File: config.mk
export PLATFORM = sky130hd
export DESIGN_NAME = mecanum_tank_wheel_mixer
export DESIGN_NICKNAME = d
export VERILOG_FILES = /design/src/rtl/mtwm_pkg.sv /design/src/rtl/mecanum_tank_wheel_mixer.sv /design/src/rtl/mtwm_ctrl.sv /design/src/rtl/mtwm_dp.sv
export SDC_FILE = /design/constraint.sdc
export NUM_CORES = 2
export LEC_CHECK = 0
export BUFFER_PORTS_ARGS = -buffer_cell sky130_fd_sc_hd__buf_2
export CAP_MARGIN = 20
export CORE_MARGIN = 2
export CORE_UTILIZATION = 50
export CTS_CLUSTER_DIAMETER = 120
export CTS_CLUSTER_SIZE = 28
export DETAILED_ROUTE_END_ITERATION = 10
export PLACE_DENSITY_LB_ADDON = 0.2
export SYNTH_ARGS = -nofsm -noshare
export SYNTH_HDL_FRONTEND = slang
export SYNTH_SLANG_ARGS = --single-unit
File: constraint.sdc
create_clock -name clk -period 25.4 [get_ports clk]
set_input_delay 3.81 -clock clk [delete_from_list [all_inputs] [get_ports clk]]
set_output_delay 3.81 -clock clk [all_outputs]
set_load 0.1 [all_outputs]
File: src/rtl/mtwm_pkg.sv
package mtwm_pkg;

  localparam int NUM_WHEELS = 4;
  localparam int IDX_W      = 2;
  localparam int IN_W       = 16;
  localparam int SUM_W      = 18;
  localparam int MAG_W      = 17;
  localparam int SCALE_W    = 20;
  localparam int LIM_W      = 16;
  localparam int W_W        = 17;
  localparam int WMAG_W     = 24;
  localparam int PROD_W     = MAG_W + SCALE_W;
  localparam int DIVD_W     = WMAG_W + LIM_W;
  localparam int Q_W        = 16;
  localparam int DIV_STEPS  = Q_W / 2;
  localparam int STEP_W     = $clog2(DIV_STEPS);
  localparam int VEL_SHIFT  = 20;
  localparam int PCT_SHIFT  = 13;

  localparam logic [LIM_W-1:0] PCT_ONE = 16'd32768;

  // drive modes
  localparam logic [1:0] MODE_MECANUM = 2'd0;
  localparam logic [1:0] MODE_TANK    = 2'd1;

  // register indexes
  localparam logic [1:0] CFG_VELOCITY_MODE     = 2'd0;
  localparam logic [1:0] CFG_COUNTS_SCALE      = 2'd1;
  localparam logic [1:0] CFG_MAX_COUNTS        = 2'd2;
  localparam logic [1:0] CFG_INVERSE_MAX_SPEED = 2'd3;

  typedef enum logic [2:0] {
    ST_IDLE,
    ST_MUL,
    ST_CHECK,
    ST_SCALE,
    ST_DIV,
    ST_STORE,
    ST_DONE
  } state_t;

  typedef struct packed {
    logic             load_in;
    logic             mul_en;
    logic             keep_all;
    logic             scale_en;
    logic             div_en;
    logic             store_q;
    logic             load_out;
    logic             upd;
    logic [IDX_W-1:0] idx;
  } dp_cmd_t;

  typedef struct packed {
    logic over;
  } dp_status_t;

endpackage

File: src/rtl/mecanum_tank_wheel_mixer.sv
// Mecanum / tank wheel mixer, one result beat per input beat.
// Without limiting, an item takes four scale multiplies and the limit check; when limiting
// applies, each wheel then takes a limit multiply, 8 radix-4 divide steps and a store.
// Hold modes go straight to the output load. One item in flight; the next item is accepted
// once the current result is loaded. Shared scale and limit multipliers; 2-bit-per-cycle divider.
// rst (synchronous, active high) clears the config registers, held wheels and control.
module mecanum_tank_wheel_mixer import mtwm_pkg::*; (
  input  logic                   clk,
  input  logic                   rst,
  input  logic                   cfg_valid,
  output logic                   cfg_ready,
  input  logic [1:0]             cfg_index,
  input  logic [SCALE_W-1:0]     cfg_data,
  input  logic                   in_valid,
  output logic                   in_ready,
  input  logic signed [IN_W-1:0] strafe_speed,
  input  logic signed [IN_W-1:0] forward_speed,
  input  logic signed [IN_W-1:0] turn_speed,
  input  logic [1:0]             drive_mode,
  output logic                   out_valid,
  input  logic                   out_ready,
  output logic signed [W_W-1:0]  wheel_one,
  output logic signed [W_W-1:0]  wheel_two,
  output logic signed [W_W-1:0]  wheel_three,
  output logic signed [W_W-1:0]  wheel_four,
  output logic                   is_velocity,
  output logic                   updated
);

  // Config writes are registered; the user must only write them while the block is idle (not enforced here).
  assign cfg_ready = 1'b1;

  dp_cmd_t    cmd;
  dp_status_t status;

  // Sequencer: accept, four scale multiplies, limit check, optional multiply/divide/store
  // per wheel, then load the output register; hold modes go straight to the load.
  mtwm_ctrl u_ctrl (
    .clk        (clk),
    .rst        (rst),
    .in_valid   (in_valid),
    .in_ready   (in_ready),
    .drive_mode (drive_mode),
    .out_valid  (out_valid),
    .out_ready  (out_ready),
    .status     (status),
    .cmd        (cmd)
  );

  // Datapath: config registers, wheel sums, shared multipliers, divider,
  // held wheel state and the output register.
  mtwm_dp u_dp (
    .clk           (clk),
    .rst           (rst),
    .cfg_valid     (cfg_valid),
    .cfg_index     (cfg_index),
    .cfg_data      (cfg_data),
    .strafe_speed  (strafe_speed),
    .forward_speed (forward_speed),
    .turn_speed    (turn_speed),
    .drive_mode    (drive_mode),
    .cmd           (cmd),
    .status        (status),
    .wheel_one     (wheel_one),
    .wheel_two     (wheel_two),
    .wheel_three   (wheel_three),
    .wheel_four    (wheel_four),
    .is_velocity   (is_velocity),
    .updated       (updated)
  );

endmodule

File: src/rtl/mtwm_ctrl.sv
module mtwm_ctrl import mtwm_pkg::*; (
  input  logic       clk,
  input  logic       rst,
  input  logic       in_valid,
  output logic       in_ready,
  input  logic [1:0] drive_mode,
  output logic       out_valid,
  input  logic       out_ready,
  input  dp_status_t status,
  output dp_cmd_t    cmd
);

  state_t            state, state_next;
  logic [IDX_W-1:0]  idx, idx_next;
  logic [STEP_W-1:0] step, step_next;
  logic              upd, upd_next;
  logic              out_valid_next;

  always_ff @(posedge clk) begin
    if (rst) begin
      state     <= ST_IDLE;
      idx       <= '0;
      step      <= '0;
      upd       <= 1'b0;
      out_valid <= 1'b0;
    end else begin
      state     <= state_next;
      idx       <= idx_next;
      step      <= step_next;
      upd       <= upd_next;
      out_valid <= out_valid_next;
    end
  end

  always_comb begin
    state_next = state;
    idx_next   = idx;
    step_next  = step;
    upd_next   = upd;
    cmd        = '0;
    cmd.idx    = idx;
    cmd.upd    = upd;
    in_ready   = 1'b0;
    unique case (state)
      ST_IDLE: begin
        in_ready = 1'b1;
        if (in_valid) begin
          cmd.load_in = 1'b1;
          idx_next    = '0;
          if (drive_mode == MODE_MECANUM || drive_mode == MODE_TANK) begin
            upd_next   = 1'b1;
            state_next = ST_MUL;
          end else begin
            upd_next   = 1'b0;
            state_next = ST_DONE;
          end
        end
      end
      ST_MUL: begin
        cmd.mul_en = 1'b1;
        if (idx == IDX_W'(NUM_WHEELS - 1)) begin
          state_next = ST_CHECK;
        end else begin
          idx_next = idx + 1'b1;
        end
      end
      ST_CHECK: begin
        idx_next = '0;
        if (status.over) begin
          state_next = ST_SCALE;
        end else begin
          cmd.keep_all = 1'b1;
          state_next   = ST_DONE;
        end
      end
      ST_SCALE: begin
        cmd.scale_en = 1'b1;
        step_next    = '0;
        state_next   = ST_DIV;
      end
      ST_DIV: begin
        cmd.div_en = 1'b1;
        if (step == STEP_W'(DIV_STEPS - 1)) begin
          state_next = ST_STORE;
        end else begin
          step_next = step + 1'b1;
        end
      end
      ST_STORE: begin
        cmd.store_q = 1'b1;
        if (idx == IDX_W'(NUM_WHEELS - 1)) begin
          state_next = ST_DONE;
        end else begin
          idx_next   = idx + 1'b1;
          state_next = ST_SCALE;
        end
      end
      ST_DONE: begin
        if (!out_valid || out_ready) begin
          cmd.load_out = 1'b1;
          state_next   = ST_IDLE;
        end
      end
      default: state_next = ST_IDLE;
    endcase
  end

  always_comb begin
    if (cmd.load_out) out_valid_next = 1'b1;
    else if (out_ready) out_valid_next = 1'b0;
    else out_valid_next = out_valid;
  end

endmodule

File: src/rtl/mtwm_dp.sv
module mtwm_dp import mtwm_pkg::*; (
  input  logic                   clk,
  input  logic                   rst,
  input  logic                   cfg_valid,
  input  logic [1:0]             cfg_index,
  input  logic [SCALE_W-1:0]     cfg_data,
  input  logic signed [IN_W-1:0] strafe_speed,
  input  logic signed [IN_W-1:0] forward_speed,
  input  logic signed [IN_W-1:0] turn_speed,
  input  logic [1:0]             drive_mode,
  input  dp_cmd_t                cmd,
  output dp_status_t             status,
  output logic signed [W_W-1:0]  wheel_one,
  output logic signed [W_W-1:0]  wheel_two,
  output logic signed [W_W-1:0]  wheel_three,
  output logic signed [W_W-1:0]  wheel_four,
  output logic                   is_velocity,
  output logic                   updated
);

  logic               velocity_mode;
  logic [SCALE_W-1:0] counts_scale;
  logic [LIM_W-1:0]   max_counts;
  logic [SCALE_W-1:0] inverse_max_speed;

  always_ff @(posedge clk) begin
    if (rst) begin
      velocity_mode     <= 1'b0;
      counts_scale      <= '0;
      max_counts        <= '0;
      inverse_max_speed <= '0;
    end else if (cfg_valid) begin
      unique case (cfg_index)
        CFG_VELOCITY_MODE:     velocity_mode     <= cfg_data[0];
        CFG_COUNTS_SCALE:      counts_scale      <= cfg_data;
        CFG_MAX_COUNTS:        max_counts        <= cfg_data[LIM_W-1:0];
        CFG_INVERSE_MAX_SPEED: inverse_max_speed <= cfg_data;
        default: ;
      endcase
    end
  end

  // wheel sums, sign/magnitude
  logic signed [SUM_W-1:0] xs, ys, zs;
  logic signed [SUM_W-1:0] s_new [NUM_WHEELS];
  logic                    mecanum;

  assign xs = SUM_W'(strafe_speed);
  assign ys = SUM_W'(forward_speed);
  assign zs = SUM_W'(turn_speed);
  assign mecanum = (drive_mode == MODE_MECANUM);

  always_comb begin
    if (mecanum) begin
      s_new[0] = xs + ys + zs;
      s_new[1] = ys - xs + zs;
      s_new[2] = ys - xs - zs;
      s_new[3] = xs + ys - zs;
    end else begin
      s_new[0] = ys + zs;
      s_new[1] = ys + zs;
      s_new[2] = ys - zs;
      s_new[3] = ys - zs;
    end
  end

  logic              sneg [NUM_WHEELS];
  logic [MAG_W-1:0]  smag [NUM_WHEELS];
  logic              wneg [NUM_WHEELS];
  logic [WMAG_W-1:0] wmag [NUM_WHEELS];
  logic [WMAG_W-1:0] largest;

  // scale multiply, one wheel a cycle
  logic [SCALE_W-1:0] scale;
  logic [PROD_W-1:0]  prod;
  logic [WMAG_W-1:0]  wm_new;
  logic [LIM_W-1:0]   limit;

  assign scale  = velocity_mode ? counts_scale : inverse_max_speed;
  assign prod   = PROD_W'(smag[cmd.idx]) * PROD_W'(scale);
  assign wm_new = velocity_mode ? WMAG_W'(prod >> VEL_SHIFT) : WMAG_W'(prod >> PCT_SHIFT);
  assign limit  = velocity_mode ? max_counts : PCT_ONE;
  assign status.over = largest > WMAG_W'(limit);

  // limit multiply and radix-4 restoring divide by largest
  logic [DIVD_W-1:0] dvd;
  logic [WMAG_W-1:0] rem;
  logic [Q_W-1:0]    low;
  logic [Q_W-1:0]    quo;
  logic [WMAG_W:0]   t1, t2, dsr;
  logic              b1, b2;
  logic [WMAG_W-1:0] r1, r2;

  assign dvd = DIVD_W'(wmag[cmd.idx]) * DIVD_W'(limit);
  assign dsr = {1'b0, largest};

  always_comb begin
    t1 = {rem, low[Q_W-1]};
    b1 = t1 >= dsr;
    r1 = b1 ? WMAG_W'(t1 - dsr) : WMAG_W'(t1);
    t2 = {r1, low[Q_W-2]};
    b2 = t2 >= dsr;
    r2 = b2 ? WMAG_W'(t2 - dsr) : WMAG_W'(t2);
  end

  always_ff @(posedge clk) begin
    if (cmd.load_in) begin
      for (int i = 0; i < NUM_WHEELS; i++) begin
        sneg[i] <= s_new[i][SUM_W-1];
        smag[i] <= s_new[i][SUM_W-1] ? MAG_W'(-s_new[i]) : MAG_W'(s_new[i]);
      end
      largest <= '0;
    end else if (cmd.mul_en) begin
      wmag[cmd.idx] <= wm_new;
      wneg[cmd.idx] <= sneg[cmd.idx];
      if (wm_new > largest) largest <= wm_new;
    end
    if (cmd.scale_en) begin
      rem <= dvd[DIVD_W-1:Q_W];
      low <= dvd[Q_W-1:0];
      quo <= '0;
    end else if (cmd.div_en) begin
      rem <= r2;
      low <= low << 2;
      quo <= {quo[Q_W-3:0], b1, b2};
    end
  end

  // held wheels, the block state
  logic signed [W_W-1:0] held [NUM_WHEELS];

  always_ff @(posedge clk) begin
    if (rst) begin
      for (int i = 0; i < NUM_WHEELS; i++) held[i] <= '0;
    end else if (cmd.keep_all) begin
      for (int i = 0; i < NUM_WHEELS; i++) begin
        held[i] <= wneg[i] ? -W_W'(wmag[i]) : W_W'(wmag[i]);
      end
    end else if (cmd.store_q) begin
      held[cmd.idx] <= wneg[cmd.idx] ? -W_W'(quo) : W_W'(quo);
    end
  end

  always_ff @(posedge clk) begin
    if (cmd.load_out) begin
      wheel_one   <= held[0];
      wheel_two   <= held[1];
      wheel_three <= held[2];
      wheel_four  <= held[3];
      is_velocity <= velocity_mode;
      updated     <= cmd.upd;
    end
  end

endmodule
==> metrics.txt <==
routed vias 41,900; io pins 150; gpl congestion 0.955; worst relative slew slack 0.259; synth warn 0; Vert. Die Dim 331 µm; RSZ-0062 raised after global routing no; Final setup viols 0; Post-Syn Area 0.0536 mm²; DR iter-0 viols 3,348; Psw 2.41 mW; Die Wd 331 µm; syn avg cell area 9.08 µm²; CTS resizes 0; Clock Power Share 0.092; Post-Syn Nets 7,016; Die ar. 0.110 mm²; CP peak stage delay 0.89 ns; clk buf depth 3; pin count of the biggest net entering global routing 79; worst skew pair latency 0.63 ns; Cell variety after synth 87; H-tree Lvls 1; synth top area cells fa_1 (22%), edfxtp_1 (20%), ha_1 (11%), nand2_1 (5.9%), inv_1 (5.8%); fraction of registers with async set/reset 0; layout cells sized above 1 0.0637; area occupied by registers 0.0127 mm²; postcts setup bufs 0; type of the worst setup path reg2reg; CP Max Fanout 68; outcome completed; clock buffers created by TritonCTS 23; kind of end point of the critical path flop; Area Growth Syn to Fin 5.19%; grt ovf 0; Total Routing Usage GR 0.279; maximum vdd ir drop 0.0000931 V; Seq/Total Area, Yosys 0.237; clk root buf clkbuf_16; Worst EP required 25.93 ns; routed vias/inst 5.74; Routed Antenna Nets 0; vias in the first global route 41,600; ANT cells 0; Final Skew 0.0269 ns; Comb power frac 0.662; hold crit path type reg2reg; DRC 0; wire per inst 21.2 µm; commonest non-fill, non-tap cells in the layout nand2_1 (848), inv_1 (832), fa_1 (583); commonest non-fill, non-tap cell in the layout nand2_1; Power per Cell Area 86.9 mW/mm²; maximum capacitance violations 0; final period utilization 0.451; most used cell along the critical path fa_1; Inst Count DP 7,249; Pint 2.48 mW; CTS clk-pin slew, worst paths 0.11 ns; Slew Limit Fails 0; # port buffers 148; number of clock sinks 459; Pre-antenna DRT Iters 6; fin crit period 11.46 ns; sw frac 0.493; HPWL Detailed 124,000 µm; Finished Layout Cells 7,294; hold violation total from the final report 0; initial antenna violation count 2; Initial Utilization 0.502; power share of the sequential group 0.246; main flop type after synthesis edfxtp_1; hold-fix buffers at CTS 0; core area 0.107 mm²; f_max 0.0873 GHz; worst r2r path cells 31; Post-synth EDFFs 350; Post-Synthesis Cells 5,900; Fin Setup TNS 0 ns; Setup WS pre-CTS 14.07 ns; Routed WL 155,000 µm; multi-input gate area in the final layout 0.0368 mm²; number of core rows 120; hold depth 0; post-synthesis sequential element count 459; fillers 9,857; wire length of the first global-routing pass 240,000 µm; CTS tree built; # nets final 6,990; cell taking the most area after synthesis fa_1; cell leakage power 25.0 nW; Worst-Margin Slew 1.11 ns; Yosys top cell area share 0.218; critical path's slowest cell mux2i_1; Final WS setup 13.94 ns; critical path arrival 11.99 ns; Worst setup SP type flop
## power groups by stage
stage	registers [mW]	clock network, mW	logic, mW
after global routing	1.22	0.488	3.54
after global placement	1.22	0	3.16
after CTS	1.20	0.468	3.20
after floorplan	1.23	0	2.27
final	1.20	0.452	3.24
after detailed placement	1.22	0	3.18
## flip-flops by register name (all words and copies together), names as in the netlist, 17 cells and up, named ones only
| register | flops |
|---|---|
| wheel_one | 17 |
| wheel_two | 17 |
| wheel_three | 17 |
| u_dp.held | 68 |
| u_dp.counts_scale | 20 |
| u_dp.inverse_max_speed | 20 |
| u_dp.rem | 24 |
| u_dp.smag | 68 |
| u_dp.wmag | 96 |
| wheel_four | 17 |
| u_dp.largest | 24 |
## Yosys cell counts (18+ instances only)
master / instances
o31ai_1: 38
dfxtp_1: 109
nand4_1: 27
mux2_2: 66
xnor2_1: 179
nor2_1: 394
a31oi_1: 42
o22ai_1: 44
nand2_1: 849
clkbuf_1: 213
o21ai_0: 224
nor2b_1: 95
nor3_1: 85
buf_1: 30
ha_1: 456
and3_1: 35
or2_2: 18
mux4_2: 28
a21oi_1: 290
o21a_1: 56
mux2i_1: 70
or3_1: 40
a211oi_1: 32
nand2b_1: 36
nand3_1: 75
edfxtp_1: 350
o21bai_1: 29
inv_1: 834
a22o_1: 19
a21o_1: 91
and2_1: 91
xor2_1: 109
fa_1: 583
## area by class of cell
| class | instances | share of cell area |
|---|---|---|
| Multi-Input combinational cell | 4352 | 0.653 |
| Sequential cell | 459 | 0.225 |
| Inverter | 836 | 0.0557 |
| Tap cell | 1403 | 0.0311 |
| Timing Repair Buffer | 202 | 0.0207 |
| Clock buffer | 32 | 0.0112 |
| Clock inverter | 10 | 0.00255 |
## critical path: cells and delay by family, from the launching register on
family | cells | cell delay [ns]
AO/OA/AOI/OAI | 11 | 3.60
flip-flops | 1 | 0.61
multiplexers | 1 | 0.89
AND/OR/NAND/NOR | 7 | 1.85
buffers and inverters | 4 | 1.12
adder cells (fa/ha/maj) | 8 | 3.19
## through the flow
step,hold slack (ns),utilization,instance area (µm²),power (mW)
2_1_floorplan,0.400,-,53600,3.50
3_3_place_gp,0.403,0.520,55500,4.38
3_5_place_dp,0.405,0.520,55500,4.40
4_1_cts,0.426,0.528,56300,4.87
5_1_grt,0.428,0.528,56400,5.25
6_report,0.422,0.528,56400,4.90
## worst paths after layout
path / start / to / slack [ns]
hold / removal: u_dp.held[3][7] / wheel_four[7] / 0.42
setup / recovery: u_dp.velocity_mode / u_dp.largest[14] / 13.94
hold reg to reg: u_dp.held[3][7] / wheel_four[7] / 0.42
setup reg to reg: u_dp.velocity_mode / u_dp.largest[14] / 13.94
## layer usage
metal,vias to the layer above,track usage,routed length [µm]
li1,19500,-,-
met1,20800,0.381,67400
met2,1312,0.476,74300
met3,226,0.0296,8820
met4,0,0.0666,3980
met5,-,0,0
## cell families after synthesis
logic type,synth area share
mux,0.0387
fa+ha+maj,0.324
other cells,0.0000700
flops,0.237
compound gates,0.123
buf+inv,0.0767
simple gates,0.153
xor+xnor,0.0471
Note: power is estimated with default switching activity, not from simulation.
